File: config.mk
export PLATFORM = sky130hd
export DESIGN_NAME = sliding_window_tracker
export DESIGN_NICKNAME = d
export VERILOG_FILES = /design/src/rtl/core/swt_pkg.sv /design/src/rtl/core/sliding_window_tracker.sv /design/src/rtl/core/swt_cell.sv
export SDC_FILE = /design/constraint.sdc
export NUM_CORES = 2
export LEC_CHECK = 0
export BUFFER_PORTS_ARGS = -buffer_cell sky130_fd_sc_hd__buf_4
export CAP_MARGIN = 20
export CORE_MARGIN = 5
export CORE_UTILIZATION = 40
export CTS_CLUSTER_DIAMETER = 150
export CTS_CLUSTER_SIZE = 20
export DETAILED_ROUTE_END_ITERATION = 10
export PLACE_DENSITY = 0.62
export SLEW_MARGIN = 20
export SYNTH_ARGS = -nofsm -noshare
export SYNTH_HDL_FRONTEND = slang
export SYNTH_SLANG_ARGS = --single-unit
export TNS_END_PERCENT = 5
File: constraint.sdc
create_clock -name clk -period 15.75 [get_ports clk]
set_input_delay 0.7875 -clock clk [delete_from_list [all_inputs] [get_ports clk]]
set_output_delay 0.7875 -clock clk [all_outputs]
set_load 0.02 [all_outputs]
File: src/rtl/core/swt_pkg.sv
package swt_pkg;

	localparam int SEQ_W = 32;
	localparam int OFF_W = 24;
	localparam int LEN_W = 16;

	// result status codes
	typedef enum logic [1:0] {
		STAT_INSERTED  = 2'd0,
		STAT_FULL      = 2'd1,
		STAT_ACKED     = 2'd2,
		STAT_NOT_FOUND = 2'd3
	} status_t;

	// input word kind
	typedef enum logic {
		FUNC_INSERT = 1'b0,
		FUNC_ACK    = 1'b1
	} func_t;

	// controller state
	typedef enum logic [4:0] {
		ST_IDLE    = 5'b00001,
		ST_EXEC    = 5'b00010,
		ST_SEARCH  = 5'b00100,
		ST_ADVANCE = 5'b01000,
		ST_FINISH  = 5'b10000
	} state_t;

	// broadcast control from the controller to every slot cell
	typedef struct packed {
		logic load;  // place the scan token on the head cell
		logic move;  // token steps to the next cell
		logic wr;    // tail cell stores the new packet
		logic clr;   // token cell drops its outstanding bit
		logic adv;   // stop on outstanding or tail instead of seq match
	} cell_ctl_t;

endpackage

File: src/rtl/core/sliding_window_tracker.sv
// Path from input accept to m_tvalid: an insert passes EXEC and FINISH; an ack passes EXEC,
// then SEARCH from the head over up to WINDOW_SLOTS slots, then, on a match at the head,
// ADVANCE until the token reaches an outstanding slot or the tail, then FINISH.
// A result word held by m_tready stalls FINISH. One word in flight; s_tready rises with m_tvalid.
// arst_n clears control, head, tail, count and all outstanding bits; slot data is unreset.
module sliding_window_tracker
	import swt_pkg::*;
#(
	parameter int WINDOW_SLOTS = 32
) (
	input  logic        clk,
	input  logic        arst_n,
	input  logic        s_tvalid,
	output logic        s_tready,
	input  logic [71:0] s_tdata,  // seq_number[31:0], buffer_offset[55:32], packet_length[71:56]
	input  logic        s_tuser,  // func
	output logic        m_tvalid,
	input  logic        m_tready,
	output logic [55:0] m_tdata,  // acked_offset, acked_length, head_slot, tail_slot, occupancy
	output logic [1:0]  m_tuser   // status
);

	localparam int IW = $clog2(WINDOW_SLOTS);
	localparam int CW = $clog2(WINDOW_SLOTS + 1);
	localparam logic [IW-1:0] LAST_IDX = IW'(WINDOW_SLOTS - 1);
	localparam logic [CW-1:0] FULL_CNT = CW'(WINDOW_SLOTS);

	function automatic logic [IW-1:0] next_idx(input logic [IW-1:0] i);
		next_idx = (i == LAST_IDX) ? '0 : i + 1'b1;
	endfunction

	state_t           state_q;
	func_t            func_q;
	logic [SEQ_W-1:0] key_q;
	logic [OFF_W-1:0] ioff_q;
	logic [LEN_W-1:0] ilen_q;
	logic [IW-1:0]    head_q;
	logic [IW-1:0]    tail_q;
	logic [CW-1:0]    live_q;
	logic [IW-1:0]    pos_q;
	logic [IW-1:0]    cnt_q;
	status_t          res_status_q;
	logic [OFF_W-1:0] res_off_q;
	logic [LEN_W-1:0] res_len_q;
	logic             m_tvalid_q;
	logic [55:0]      m_tdata_q;
	logic [1:0]       m_tuser_q;

	cell_ctl_t        ctl;
	logic             full;
	logic             stop_any;
	logic             out_free;
	logic [OFF_W-1:0] hit_off;
	logic [LEN_W-1:0] hit_len;

	logic [WINDOW_SLOTS-1:0] tok_v;
	logic [WINDOW_SLOTS-1:0] stop_v;
	logic [OFF_W-1:0]        off_v [WINDOW_SLOTS];
	logic [LEN_W-1:0]        len_v [WINDOW_SLOTS];

	assign full     = (live_q == FULL_CNT);
	assign out_free = !m_tvalid_q || m_tready;
	assign s_tready = (state_q == ST_IDLE);

	// ring of slot cells, token passes from cell i-1 to cell i
	for (genvar g = 0; g < WINDOW_SLOTS; g++) begin : g_cell
		swt_cell #(.IDX(g), .IW(IW)) u_cell (
			.clk    (clk),
			.arst_n (arst_n),
			.ctl    (ctl),
			.head   (head_q),
			.tail   (tail_q),
			.key    (key_q),
			.wr_off (ioff_q),
			.wr_len (ilen_q),
			.tok_in (tok_v[(g + WINDOW_SLOTS - 1) % WINDOW_SLOTS]),
			.tok    (tok_v[g]),
			.stop   (stop_v[g]),
			.rd_off (off_v[g]),
			.rd_len (len_v[g])
		);
	end

	// only the token cell drives nonzero data
	always_comb begin
		hit_off = '0;
		hit_len = '0;
		for (int i = 0; i < WINDOW_SLOTS; i++) begin
			hit_off = hit_off | off_v[i];
			hit_len = hit_len | len_v[i];
		end
	end

	assign stop_any = |stop_v;

	// cell control
	always_comb begin
		ctl.load = (state_q == ST_EXEC) && (func_q == FUNC_ACK);
		ctl.wr   = (state_q == ST_EXEC) && (func_q == FUNC_INSERT) && !full;
		ctl.clr  = (state_q == ST_SEARCH) && stop_any;
		ctl.adv  = (state_q == ST_ADVANCE);
		ctl.move = ((state_q == ST_SEARCH) && !stop_any && (cnt_q != LAST_IDX)) ||
		           ((state_q == ST_SEARCH) && stop_any && (pos_q == head_q)) ||
		           ((state_q == ST_ADVANCE) && !stop_any);
	end

	// item registers
	always_ff @(posedge clk) begin
		if (s_tvalid && s_tready) begin
			func_q <= func_t'(s_tuser);
			key_q  <= s_tdata[31:0];
			ioff_q <= s_tdata[55:32];
			ilen_q <= s_tdata[71:56];
		end
	end

	// controller
	always_ff @(posedge clk or negedge arst_n) begin
		if (!arst_n) begin
			state_q <= ST_IDLE;
			head_q  <= '0;
			tail_q  <= '0;
			live_q  <= '0;
			pos_q   <= '0;
			cnt_q   <= '0;
		end else begin
			unique case (state_q)
				ST_IDLE: begin
					if (s_tvalid) begin
						state_q <= ST_EXEC;
					end
				end
				ST_EXEC: begin
					if (func_q == FUNC_INSERT) begin
						if (!full) begin
							tail_q <= next_idx(tail_q);
							live_q <= live_q + 1'b1;
						end
						state_q <= ST_FINISH;
					end else begin
						pos_q   <= head_q;
						cnt_q   <= '0;
						state_q <= ST_SEARCH;
					end
				end
				ST_SEARCH: begin
					if (stop_any) begin
						live_q <= live_q - 1'b1;
						if (pos_q == head_q) begin
							pos_q   <= next_idx(pos_q);
							state_q <= ST_ADVANCE;
						end else begin
							state_q <= ST_FINISH;
						end
					end else if (cnt_q == LAST_IDX) begin
						state_q <= ST_FINISH;
					end else begin
						pos_q <= next_idx(pos_q);
						cnt_q <= cnt_q + 1'b1;
					end
				end
				ST_ADVANCE: begin
					if (stop_any) begin
						head_q  <= pos_q;
						state_q <= ST_FINISH;
					end else begin
						pos_q <= next_idx(pos_q);
					end
				end
				ST_FINISH: begin
					if (out_free) begin
						state_q <= ST_IDLE;
					end
				end
				default: state_q <= ST_IDLE;
			endcase
		end
	end

	// pending result fields
	always_ff @(posedge clk) begin
		if (state_q == ST_EXEC && func_q == FUNC_INSERT) begin
			res_status_q <= full ? STAT_FULL : STAT_INSERTED;
			res_off_q    <= '0;
			res_len_q    <= '0;
		end else if (state_q == ST_SEARCH) begin
			if (stop_any) begin
				res_status_q <= STAT_ACKED;
				res_off_q    <= hit_off;
				res_len_q    <= hit_len;
			end else begin
				res_status_q <= STAT_NOT_FOUND;
				res_off_q    <= '0;
				res_len_q    <= '0;
			end
		end
	end

	// output register
	always_ff @(posedge clk or negedge arst_n) begin
		if (!arst_n) begin
			m_tvalid_q <= 1'b0;
		end else if (state_q == ST_FINISH && out_free) begin
			m_tvalid_q <= 1'b1;
		end else if (m_tready) begin
			m_tvalid_q <= 1'b0;
		end
	end

	always_ff @(posedge clk) begin
		if (state_q == ST_FINISH && out_free) begin
			m_tdata_q <= {6'(live_q), 5'(tail_q), 5'(head_q), res_len_q, res_off_q};
			m_tuser_q <= res_status_q;
		end
	end

	assign m_tvalid = m_tvalid_q;
	assign m_tdata  = m_tdata_q;
	assign m_tuser  = m_tuser_q;

endmodule

File: src/rtl/core/swt_cell.sv
module swt_cell
	import swt_pkg::*;
#(
	parameter int IDX = 0,
	parameter int IW  = 5
) (
	input  logic             clk,
	input  logic             arst_n,
	input  cell_ctl_t        ctl,
	input  logic [IW-1:0]    head,
	input  logic [IW-1:0]    tail,
	input  logic [SEQ_W-1:0] key,
	input  logic [OFF_W-1:0] wr_off,
	input  logic [LEN_W-1:0] wr_len,
	input  logic             tok_in,
	output logic             tok,
	output logic             stop,
	output logic [OFF_W-1:0] rd_off,
	output logic [LEN_W-1:0] rd_len
);

	localparam logic [IW-1:0] MY_IDX = IW'(IDX);

	logic             tok_q;
	logic             out_q;
	logic [SEQ_W-1:0] seq_q;
	logic [OFF_W-1:0] off_q;
	logic [LEN_W-1:0] len_q;
	logic             is_head;
	logic             is_tail;

	assign is_head = (head == MY_IDX);
	assign is_tail = (tail == MY_IDX);

	// token and outstanding flag
	always_ff @(posedge clk or negedge arst_n) begin
		if (!arst_n) begin
			tok_q <= 1'b0;
			out_q <= 1'b0;
		end else begin
			if (ctl.load) begin
				tok_q <= is_head;
			end else if (ctl.move) begin
				tok_q <= tok_in;
			end
			if (ctl.wr && is_tail) begin
				out_q <= 1'b1;
			end else if (ctl.clr && tok_q) begin
				out_q <= 1'b0;
			end
		end
	end

	// slot contents
	always_ff @(posedge clk) begin
		if (ctl.wr && is_tail) begin
			seq_q <= key;
			off_q <= wr_off;
			len_q <= wr_len;
		end
	end

	assign tok    = tok_q;
	assign stop   = tok_q & (ctl.adv ? (out_q | is_tail) : (out_q & (seq_q == key)));
	assign rd_off = tok_q ? off_q : '0;
	assign rd_len = tok_q ? len_q : '0;

endmodule
==> metrics.md <==
| Metric | Value |
|---|---|
| Most common cell after layout, fill and taps aside | `edfxtp_1` |
| Post-synth top flop | `edfxtp_1` |
| Setup_tns | `0 ns` |
| DR WL/cell | `around 32 µm` |
| Mean Syn Cell Area | `17.3 µm²` |
| Antenna violations before repair | `14` |
| Synthesized net count | `a little under 6000` |
| Largest net degree at the start of global routing | `82` |
| Clk_lat worst skew | `approximately 0.84 ns` |
| Number of synthesized flops with an enable pin | `2437` |
| Slew margin rel. | `a little under 20%` |
| Hold Path Depth | `1` |
| PortBufs | `~140` |
| Cells after DPL | `about 9000` |
| Unrepaired setup endpoints after global routing | `false` |
| H-tree depth | `4` |
| Leak | `34.6 nW` |
| Total power | `14.0 mW` |
| I/O pin count | `between 100 and 150` |
| GP Congestion | `0.825` |
| Pwr/cell area | `~130 nW/µm²` |
| 1st-pass router iterations | `6` |
| Worst EP arrival | `roughly 6.6 ns` |
| Critical path class | `register to register` |
| Most frequent cells in the layout | `edfxtp_1, xor2_1, a22oi_1` |
| Remaining Overflow, GRT | `0` |
| Clk_skew | `roughly 0.046 ns` |
| Initial Util | `40.2%` |
| First-pass GRT wire length | `roughly 410000 µm` |
| Distinct cells, synth | `66` |
| Post-Synthesis Cells | `5742` |
| Worst Tran Pin Value | `~1.2 ns` |
| Initial drt markers | `~7500` |
| Max-cap viol count | `0` |
| Critical Path Start Type | `register` |
| Vias per cell | `~6.0` |
| Crit path largest cell delay | `between 0.7 and 0.8 ns` |
| R2r worst-path depth | `13` |
| P&R area growth vs syn | `9.86%` |
| Share of cells above drive strength 1 | `10.0%` |
| Post-DP HPWL | `~160000 µm` |
| Maximum fanout along the worst path | `52` |
| # DRC | `0` |
| Nets@finish | `5970` |
| Finish-stage setup viols | `0` |
| Final ANT Viol Nets | `0` |
| Final std cells w/o fill | `9263` |
| Final WL | `slightly below 300000 µm` |
| Crit-path cells | `buf_4, buf_4, xor2_1, nor4_1, nand4_1, nor4_1, or4_1, nor4_1, and3_2, buf_4, nand3b_1, nand2_2, o311ai_1` |
| Outcome | `finished clean` |
| Fin. max-slew vios | `0` |
| CP required | `between 15 and 20 ns` |
| Die Wd | `508 µm` |
| Clk sinks | `around 2600` |
| FF+latch count, synth | `about 2600` |
| Worst vdd ir | `0.134 mV` |
| Fraction of registers with async set/reset | `approximately 3.7%` |
| Chip height | `about 510 µm` |
| Synth warn | `0` |
| CTS root buf | `clkbuf_16` |
| Clk pin slew, worst setup/hold paths | `roughly 0.08 ns` |
| Max clock buf depth | `3` |
| CTS tree | `built` |
| Number of global-route vias before repair | `about 53000` |
| Full die area | `258000 µm²` |
| Final Cycle Share | `a little under two fifths` |
| Layout Utilization | `~44%` |
| Worst setup EP type | `register` |
| Post-Syn Area | `99100 µm²` |
| Final hold vios | `0` |
| Fill cells | `21200` |
| Gr usage total | `22.5%` |
| Crit path time final | `5.87 ns` |
| Post_cts resized | `0` |
| Max Freq | `around 170 MHz` |
| Worst path slowest cell | `edfxtp_1` |
| Num rows | `between 150 and 200` |
| Core area | `between 200000 and 250000 µm²` |
| Worst Hold Class | `input port to register` |
| Inserted Clock Buffers | `147` |
| Seq/Total Area, Yosys | `between 70 and 80%` |
| Vias | `between 50000 and 60000` |
## worst max-delay path: cells and delay by family, from the launching register on
kind / cells / cell delay (ns)
xor+xnor: 1 / 0.18
buf+inv: 3 / 1.52
compound gates: 1 / 0.37
flops: 1 / 0.78
simple gates: 8 / 2.85
## state kept, by name, summed over array words and instances, names as in the netlist, 32 cells and up
signal and flops:
g_cell.u_cell.tok 32, m_tdata 56, g_cell.u_cell.off_q 768, g_cell.u_cell.seq_q 1024
g_cell.u_cell.out_q 32, key_q 32, g_cell.u_cell.len_q 512
## metrics by stage
stage | instance area, µm² | hold WS [ns] | worst slack [ns]
final | 109000 | 0.124 | 9.88
after global routing | 109000 | 0.0791 | 9.62
after CTS | 109000 | 0.0502 | 9.82
after detailed placement | 104000 | 0.413 | 9.86
after global placement | 104000 | 0.415 | 10.01
after floorplan | 99100 | 0.400 | 8.93
## final cells by class
| class | instances | area, µm² | share of cell area (%) |
|---|---|---|---|
| flip-flops and latches | 2573 | 76400 | 70.2 |
| multi-input cells | 2796 | 21100 | 19.4 |
| well taps | 3312 | 4140 | 3.81 |
| clock buffers | 202 | 3930 | 3.61 |
| repair buffers | 335 | 2840 | 2.61 |
| clock inverters | 16 | 268 | 0.246 |
| inverters | 25 | 93.8 | 0.0862 |
| diodes | 4 | 10.0 | 0.00920 |
## cell families (layout without fill, tap and decap cells)
group	after synthesis	after routing	share of synthesized area (%)
buffers and inverters	373	578	1.85
DFF	2573	2573	77.1
xor gates and xnor gates	1028	1028	9.09
other	0	4	0
AOI/OAI and AO/OA	851	851	6.63
adders and majority gates	15	15	0.197
and+or+nand+nor	889	889	4.99
muxes	13	13	0.143
## Yosys cell counts, types with 4 or more instances
library cell  number  area share (%)
nor3_1           111            0.56
xnor2_1          207             1.8
nand3_1           72            0.36
buf_1             31            0.12
o21ai_0           49            0.25
and2_1             8           0.051
nor2b_1            9           0.057
inv_1             25           0.095
buf_6             20            0.23
buf_4             49            0.37
clkbuf_1         170            0.64
nand2_1          109            0.41
a21o_1            42            0.32
a31o_2             8           0.071
a22o_1           163             1.4
nand4_1          219             1.4
a21oi_1           50            0.25
and4b_1            5           0.051
a31oi_1            6           0.038
o2111ai_1          9           0.080
xor2_1           821             7.3
dfrtp_1           95             2.4
and3_1             8           0.051
or4_1              7           0.053
nand2b_1           9           0.057
dfxtp_1           40            0.81
buf_2             77            0.39
a22oi_1          325             2.5
o221ai_1           9           0.080
ha_1              14            0.18
nor4_1           225             1.4
edfxtp_1        2437              74
o211ai_1           7           0.053
mux2_2             4           0.045
mux2_1             5           0.057
o21ai_1            8           0.040
a221oi_1         161             1.4
mux2i_1            4           0.040
nor2_1            86            0.33
## power by group
| part | total, mW | internal (mW) | switching, mW |
|---|---|---|---|
| combinational | 1.86 | 0.529 | 1.33 |
| sequential | 8.22 | 7.93 | 0.287 |
| clock | 3.96 | 1.77 | 2.19 |
| total | 14.0 | 10.2 | 3.81 |
## timing repair
item                      in CTS  in global routing
buffers inserted               0                  0
hold buffers                   1                  0
hold endpoints to repair      27                  0
## path summary, 6_finish.rpt
kind                                               to            start  slack, ns
worst min-delay path                        ilen_q[3]      s_tdata[59]       0.12
worst max register to register  g_cell[17].u_cell.tok         key_q[8]       9.88
worst max-delay path            g_cell[17].u_cell.tok         key_q[8]       9.88
min in group asynchronous                   live_q[5]           arst_n       0.45
worst min register to register             m_tuser[0]  res_status_q[0]       0.43
max in group asynchronous       g_cell[24].u_cell.tok           arst_n      13.92
## routing by layer
metal	share of wire [%]	global-route usage, %	vias up	wire length (µm)
li1	-	-	22700	-
met1	41	32.6	29100	123000
met2	44	34.3	3396	132000
met3	12	5.60	503	34600
met4	2.6	5.31	12	7600
met5	0.027	0	-	81
Note: power is estimated with default switching activity, not from simulation.
